$ cat config.mk
export PLATFORM = sky130hd
export DESIGN_NAME = autorange_gain_with_zero_calibration
export DESIGN_NICKNAME = d
export VERILOG_FILES = /design/src/agz_pkg.sv /design/src/agz_core.sv /design/src/autorange_gain_with_zero_calibration.sv
export SDC_FILE = /design/constraint.sdc
export NUM_CORES = 1
export LEC_CHECK = 0
export BUFFER_PORTS_ARGS = -buffer_cell sky130_fd_sc_hd__buf_2
export CAP_MARGIN = 20
export CORE_MARGIN = 2
export CORE_UTILIZATION = 55
export DETAILED_ROUTE_END_ITERATION = 16
export MAX_ROUTING_LAYER = met4
export PLACE_DENSITY = 0.73
export SLEW_MARGIN = 20
export SYNTH_ARGS = -nofsm -noshare
export SYNTH_HDL_FRONTEND = slang
export SYNTH_SLANG_ARGS = --single-unit
export TNS_END_PERCENT = 100
$ cat constraint.sdc
create_clock -name clk -period 15.53 [get_ports clk]
set_clock_uncertainty 0.05 [all_clocks]
set_input_delay 3.106 -clock clk [delete_from_list [all_inputs] [get_ports clk]]
set_output_delay 3.106 -clock clk [all_outputs]
set_load 0.005 [all_outputs]
$ cat src/agz_pkg.sv
package agz_pkg;

    localparam int GAIN_COUNT = 4;
    localparam int GAIN_W     = $clog2(GAIN_COUNT);
    localparam logic [GAIN_W-1:0] GAIN_MAX = GAIN_W'(GAIN_COUNT - 1);

    localparam logic [1:0] CMD_TICK = 2'd0;
    localparam logic [1:0] CMD_MODE = 2'd1;
    localparam logic [1:0] CMD_GAIN = 2'd2;

    localparam logic [1:0] MODE_OFF   = 2'd0;
    localparam logic [1:0] MODE_AUTO  = 2'd1;
    localparam logic [1:0] MODE_CALIB = 2'd2;

    localparam logic [2:0] REG_MIN_CORRECTED = 3'd0;
    localparam logic [2:0] REG_WINDOW_BOTTOM = 3'd1;
    localparam logic [2:0] REG_WINDOW_TOP    = 3'd2;
    localparam logic [2:0] REG_DEAD_TIME     = 3'd3;
    localparam logic [2:0] REG_CALIB_DWELL   = 3'd4;
    localparam logic [2:0] REG_MODE_AFTER    = 3'd5;

    localparam int IN_DATA_W  = 40;
    localparam int OUT_DATA_W = 24;

    typedef struct packed {
        logic [1:0]         command;
        logic signed [15:0] sample_mv;
        logic [15:0]        elapsed_ms;
        logic [1:0]         new_mode;
        logic [1:0]         new_gain;
    } in_item_t;

    typedef struct packed {
        logic               gain_decision;
        logic [1:0]         calib_step;
        logic signed [15:0] active_mv;
        logic               relay_calibrate;
        logic [1:0]         mode;
        logic [1:0]         gain;
    } result_t;

endpackage

$ cat src/agz_core.sv
module agz_core (
    input  logic               clk,
    input  logic               rst_n,
    input  logic               cfg_we,
    input  logic [2:0]         cfg_index,
    input  logic [15:0]        cfg_data,
    input  logic               take,
    input  agz_pkg::in_item_t  item,
    output agz_pkg::result_t   result
);

    logic signed [15:0] min_corrected_reg;
    logic signed [15:0] window_bottom_reg;
    logic signed [15:0] window_top_reg;
    logic [15:0]        dead_time_reg;
    logic [15:0]        calib_dwell_reg;
    logic               mode_after_reg;

    logic [agz_pkg::GAIN_W-1:0] gain_reg, gain_next;
    logic [1:0]                 mode_reg, mode_next;
    logic [agz_pkg::GAIN_W-1:0] calib_step_reg, calib_step_next;
    logic [16:0]                calib_clock_reg, calib_clock_next;
    logic [15:0]                holdoff_reg, holdoff_next;
    logic                       relay_reg, relay_next;
    logic signed [15:0] zero_store_reg [agz_pkg::GAIN_COUNT];
    logic signed [15:0] zero_store_next [agz_pkg::GAIN_COUNT];
    logic signed [15:0] corr_store_reg [agz_pkg::GAIN_COUNT];
    logic signed [15:0] corr_store_next [agz_pkg::GAIN_COUNT];

    logic signed [16:0] diff;
    logic signed [15:0] corrected;
    logic               decision;

    // Sample minus the zero offset of the current gain, saturated to 16 bits.
    assign diff = {item.sample_mv[15], item.sample_mv}
                - {zero_store_reg[gain_reg][15], zero_store_reg[gain_reg]};
    always_comb
    begin
        if (diff[16] != diff[15])
        begin
            corrected = diff[16] ? 16'sh8000 : 16'sh7FFF;
        end
        else
        begin
            corrected = diff[15:0];
        end
    end

    always_comb
    begin
        gain_next        = gain_reg;
        mode_next        = mode_reg;
        calib_step_next  = calib_step_reg;
        calib_clock_next = calib_clock_reg;
        holdoff_next     = holdoff_reg;
        relay_next       = relay_reg;
        zero_store_next  = zero_store_reg;
        corr_store_next  = corr_store_reg;
        decision         = 1'b0;
        if (take)
        begin
            unique case (item.command)
                agz_pkg::CMD_TICK:
                begin
                    corr_store_next[gain_reg] = corrected;
                    if (mode_reg == agz_pkg::MODE_AUTO)
                    begin
                        // The tick that brings the hold-off to zero makes no check.
                        if (holdoff_reg != 16'd0)
                        begin
                            holdoff_next = (holdoff_reg > item.elapsed_ms)
                                         ? holdoff_reg - item.elapsed_ms : 16'd0;
                        end
                        else if (corrected <= min_corrected_reg)
                        begin
                            if (gain_reg < agz_pkg::GAIN_MAX)
                            begin
                                gain_next = gain_reg + 1'b1;
                            end
                            decision     = 1'b1;
                            holdoff_next = dead_time_reg;
                        end
                        else if (item.sample_mv < window_bottom_reg
                                 || item.sample_mv > window_top_reg)
                        begin
                            if (gain_reg != '0)
                            begin
                                gain_next = gain_reg - 1'b1;
                            end
                            decision     = 1'b1;
                            holdoff_next = dead_time_reg;
                        end
                    end
                    else if (mode_reg == agz_pkg::MODE_CALIB)
                    begin
                        gain_next  = calib_step_reg;
                        relay_next = 1'b1;
                        if (calib_clock_reg >= {1'b0, calib_dwell_reg})
                        begin
                            calib_clock_next                = '0;
                            zero_store_next[calib_step_reg] = item.sample_mv;
                            if (calib_step_reg == '0)
                            begin
                                mode_next  = {1'b0, mode_after_reg};
                                gain_next  = '0;
                                relay_next = 1'b0;
                            end
                            else
                            begin
                                calib_step_next = calib_step_reg - 1'b1;
                            end
                        end
                        else
                        begin
                            calib_clock_next = calib_clock_reg + {1'b0, item.elapsed_ms};
                        end
                    end
                end
                agz_pkg::CMD_MODE:
                begin
                    if (item.new_mode <= agz_pkg::MODE_CALIB)
                    begin
                        mode_next = item.new_mode;
                        if (item.new_mode == agz_pkg::MODE_CALIB)
                        begin
                            calib_step_next = agz_pkg::GAIN_MAX;
                        end
                    end
                end
                agz_pkg::CMD_GAIN:
                begin
                    gain_next = (item.new_gain > agz_pkg::GAIN_MAX)
                              ? agz_pkg::GAIN_MAX : item.new_gain;
                end
                default:
                begin
                end
            endcase
        end
    end

    always_comb
    begin
        result.gain            = gain_next;
        result.mode            = mode_next;
        result.relay_calibrate = relay_next;
        result.active_mv       = corr_store_next[gain_next];
        result.calib_step      = calib_step_next;
        result.gain_decision   = decision;
    end

    always_ff @(posedge clk or negedge rst_n)
    begin
        if (!rst_n)
        begin
            min_corrected_reg <= 16'sd10;
            window_bottom_reg <= 16'sd100;
            window_top_reg    <= 16'sd3200;
            dead_time_reg     <= 16'd1000;
            calib_dwell_reg   <= 16'd1000;
            mode_after_reg    <= 1'b1;
            gain_reg          <= '0;
            mode_reg          <= agz_pkg::MODE_CALIB;
            calib_step_reg    <= agz_pkg::GAIN_MAX;
            calib_clock_reg   <= '0;
            holdoff_reg       <= 16'd1000;
            relay_reg         <= 1'b0;
            for (int i = 0; i < agz_pkg::GAIN_COUNT; i++)
            begin
                zero_store_reg[i] <= '0;
                corr_store_reg[i] <= '0;
            end
        end
        else
        begin
            if (cfg_we)
            begin
                unique case (cfg_index)
                    agz_pkg::REG_MIN_CORRECTED: min_corrected_reg <= cfg_data;
                    agz_pkg::REG_WINDOW_BOTTOM: window_bottom_reg <= cfg_data;
                    agz_pkg::REG_WINDOW_TOP:    window_top_reg    <= cfg_data;
                    agz_pkg::REG_DEAD_TIME:     dead_time_reg     <= cfg_data;
                    agz_pkg::REG_CALIB_DWELL:   calib_dwell_reg   <= cfg_data;
                    agz_pkg::REG_MODE_AFTER:    mode_after_reg    <= cfg_data[0];
                    default:
                    begin
                    end
                endcase
            end
            gain_reg        <= gain_next;
            mode_reg        <= mode_next;
            calib_step_reg  <= calib_step_next;
            calib_clock_reg <= calib_clock_next;
            holdoff_reg     <= holdoff_next;
            relay_reg       <= relay_next;
            zero_store_reg  <= zero_store_next;
            corr_store_reg  <= corr_store_next;
        end
    end

endmodule

$ cat src/autorange_gain_with_zero_calibration.sv
// Auto-ranging gain controller with zero-offset calibration for one sensor channel.
// Input stream (s_axis_*): one transaction per command. tuser carries the command
// (tick with sample, set mode, set gain); tdata carries sample, elapsed time and
// the new mode or gain. Output stream (m_axis_*): exactly one status transaction
// per input transaction, in order: gain, mode, relay, corrected voltage of the
// current gain, calibration step and the auto-range decision flag.
// Configuration (cfg_*): register index and 16-bit data; always ready. Write only
// while no transaction is in flight.
// The state updates at the input transaction and the status lands in the output
// register on the same edge. Throughput is one transaction per cycle;
// s_axis_tready stays high while the output register is empty or being taken,
// so a stalled receiver holds one status and then backpressures the input.
// After reset the block is in calibration mode at the top gain step, the relay is
// on measurement, the stored offsets and corrected values are zero, and the
// configuration registers hold their default values.
module autorange_gain_with_zero_calibration (
    input  logic                             clk,
    input  logic                             rst_n,
    input  logic                             s_axis_tvalid,
    output logic                             s_axis_tready,
    // [15:0] sample_mv, [31:16] elapsed_ms, [33:32] new_mode, [35:34] new_gain
    input  logic [agz_pkg::IN_DATA_W-1:0]    s_axis_tdata,
    // [1:0] command
    input  logic [1:0]                       s_axis_tuser,
    output logic                             m_axis_tvalid,
    input  logic                             m_axis_tready,
    // [1:0] gain, [3:2] mode, [4] relay_calibrate, [20:5] active_mv,
    // [22:21] calib_step, [23] gain_decision
    output logic [agz_pkg::OUT_DATA_W-1:0]   m_axis_tdata,
    input  logic                             cfg_valid,
    output logic                             cfg_ready,
    input  logic [2:0]                       cfg_index,
    input  logic [15:0]                      cfg_data
);

    agz_pkg::in_item_t item;
    agz_pkg::result_t  result;
    logic              take;
    logic              out_valid_reg;
    agz_pkg::result_t  out_data_reg;

    assign item.command   = s_axis_tuser;
    assign item.sample_mv = s_axis_tdata[15:0];
    assign item.elapsed_ms = s_axis_tdata[31:16];
    assign item.new_mode  = s_axis_tdata[33:32];
    assign item.new_gain  = s_axis_tdata[35:34];

    assign cfg_ready     = 1'b1;
    assign s_axis_tready = !out_valid_reg || m_axis_tready;
    assign take          = s_axis_tvalid && s_axis_tready;

    agz_core u_core (
        .clk       (clk),
        .rst_n     (rst_n),
        .cfg_we    (cfg_valid),
        .cfg_index (cfg_index),
        .cfg_data  (cfg_data),
        .take      (take),
        .item      (item),
        .result    (result)
    );

    always_ff @(posedge clk or negedge rst_n)
    begin
        if (!rst_n)
        begin
            out_valid_reg <= 1'b0;
        end
        else if (take)
        begin
            out_valid_reg <= 1'b1;
        end
        else if (m_axis_tready)
        begin
            out_valid_reg <= 1'b0;
        end
    end

    always_ff @(posedge clk)
    begin
        if (take)
        begin
            out_data_reg <= result;
        end
    end

    assign m_axis_tvalid = out_valid_reg;
    assign m_axis_tdata  = out_data_reg;

endmodule

==> results.yml <==
routing:
  ant_nets: 0
  wire_per_inst_um: 19.3
  routed_via_density: 6.03
  via_count: 12100
  drt-total-wl_um: 38700
  drt_iter0_drc: 1102
  first_pass_iters: 5
  drc_errors: 0
place:
  place_inst: 1942
  dp_slack_ns: 6.08
  routabilityCongestion: 0.934
  placed_area_mm2: 0.0164
  dp.final_hpwl_um: 27300
  port_buffers: 87
timing:
  slew_headroom_pct: 32.1
  fmax_mhz: 112
  finalCritPeriodShare_pct: 57.6
  finalCriticalPeriod_ns: 8.95
  finalHoldViolations: 0
  fin_hold_ws_ns: 0.422
  tns_ns: 0
  fin_ws_ns: 6.58
  rsz0062_at_grt: "false"
  max_slew.worst_pin.slew_ns: 1.01
  slew_violations: 0
  setup_viol: 0
die:
  num_rows: 61
  dieArea_mm2: 0.0295
  coreArea_mm2: 0.0277
  die_w_um: 172
  die_h_um: 172
  ioPinCount: 93
  initial_utilization_pct: 55.8
cts:
  path_clk_slew_ns: 0.06
  cts_root_buf: "clkbuf_16"
  clockBufferDepth: 3
  post_cts_buffers: 0
  h-tree-depth: 1
  cts_buffers: 30
  holdBufCountCts: 0
  postCtsResizedCells: 0
  cts_sinks: 274
  worstSkewPairLatency_ns: 0.55
  cts_tree: "built"
layout:
  area_delta_synth_final_pct: 12.5
  final_cell_area_mm2: 0.0174
  num-nets-final: 1778
  final_util_pct: 62.8
  seq_area_mm2: 0.00701
  drive_above_1_share_pct: 20.3
  layoutNonFillerInstCount: 2003
  fillers: 2259
  multi_input_area_mm2: 0.00775
global_routing:
  grt_use_total_pct: 27.7
  grt_max_degree: 96
  grt_pass1_vias: 11700
  antenna_found_initial: 3
  grt_first_pass_wirelength_um: 62200
  grt_overflow: 0
setup_path:
  crit_required_ns: 15.89
  cp-start-kind: "input pin"
  rr_endpoint: "m_axis_tdata[7]"
  worstSetupPathType: "input pin to register"
  endpoint: "m_axis_tdata[7]"
  rrSetupSlack_ns: 8.09
  max_stage_delay_ns: 0.68
  end_kind: "register"
  rr_startpoint: "u_core.gain_reg[0]"
  path_buf_inv: 4
  cp_max_fo: 12
  path_delay_family: "compound AO/OA/AOI/OAI gates"
  worstPathArrival_ns: 9.31
  reg2reg_depth: 24
  cp_slowest_cell: "nor3_2"
  crit_cells: 25
  startpoint: "s_axis_tdata[0]"
logic_synthesis:
  synth_adder_area_share_pct: 9.37
  synthCells: 1513
  synth_top_cell_by_area: "dfrtp_1"
  synthArstFlopShare_pct: 91.2
  synth_xor_area_share_pct: 1.93
  yosys-top-cells-area: "dfrtp_1 (36%), ha_1 (9.0%), mux2_2 (6.4%), dfstp_2 (5.1%), edfxtp_1 (4.7%)"
  yosysUniqueCellTypes: 88
  synth-main-ff-cell: "dfrtp_1"
  yosysMostFrequentCell: "dfrtp_1"
  synth_compound_area_share_pct: 18.1
  yosysSeqAreaShare_pct: 45.4
  synth_edf_count: 24
  synthMuxAreaShare_pct: 9.13
  yosys.area_share.simple_pct: 11.3
  yosysTopAreaCellShare_pct: 35.6
  ys_ff_latch: 274
  syn_area_mm2: 0.0155
  synth_fp_nets: 1693
  synth_top_family_by_area: "compound AO/OA/AOI/OAI gates"
  synth_commonest_cells: "dfrtp_1 (220), inv_1 (131), nand2_1 (131), nor2_1 (116), ha_1 (111)"
  syn_avg_cell_area_um2: 10.2
  ys_warn_count: 0
pwr:
  ir_worst_vdd_uv: 89.3
  power_mw: 2.69
  power_density_mw_per_mm2: 155
  p_leak_nw: 7.98
run:
  drv_cap: 0
worst_hold_path:
  hold_path_class: "register to register"
run_status:
  status: "completed"
metal layers:
layer,wire length [um],up-vias,GRT usage (%)
met5,0,-,-
met4,1090,0,8.92
met3,2160,68,3.84
met2,17500,351,41.4
met1,18000,6015,39.2
li1,-,5637,-
final cells by class:
cell class / instances / share of cell area (%)
Antenna cell: 3 / 0.0432
Clock buffer: 47 / 5.15
Clock inverter: 9 / 0.561
Inverter: 132 / 2.86
Multi-Input combinational cell: 1049 / 44.6
Sequential cell: 274 / 40.3
Tap cell: 378 / 2.72
Timing Repair Buffer: 111 / 3.73
logic make-up after synthesis:
logic type	after synthesis
compound gates	414
xor+xnor	34
fa+ha+maj	114
buf+inv	190
flops	274
mux	110
other cells	1
simple gates	376
where the power goes:
| group | switching, mW | internal [mW] | total, mW |
|---|---|---|---|
| Clock | 0.285 | 0.427 | 0.712 |
| Sequential | 0.0878 | 0.938 | 1.03 |
| Combinational | 0.548 | 0.401 | 0.949 |
| Total | 0.921 | 1.77 | 2.69 |
layout by cell type, fill, tap and decap left out, drive strengths merged, types with 47 or more instances in the layout:
cell / count
buf: 111
clkbuf: 47
dfrtp: 220
o21ai: 105
a21oi: 79
nand2: 132
ha: 111
mux2: 88
inv: 132
nor2: 116
worst min path at each step:
stage	start	end	slack, ns	cells after the start
6_report	u_core.corr_store_reg[40]	u_core.corr_store_reg[40]	0.42	2
2_1_floorplan	u_core.corr_store_reg[40]	u_core.corr_store_reg[40]	0.39	2
5_1_grt	u_core.corr_store_reg[40]	u_core.corr_store_reg[40]	0.44	2
3_5_place_dp	u_core.corr_store_reg[40]	u_core.corr_store_reg[40]	0.41	2
3_3_place_gp	u_core.corr_store_reg[40]	u_core.corr_store_reg[40]	0.40	2
4_1_cts	u_core.corr_store_reg[40]	u_core.corr_store_reg[40]	0.42	2
tightest hold or removal path, stage by stage (launching register included):
cell and delay (ns):
dfrtp_1 0.32, a21oi_1 0.07, inv_1 0.05
Note: power is estimated with default switching activity, not from simulation.
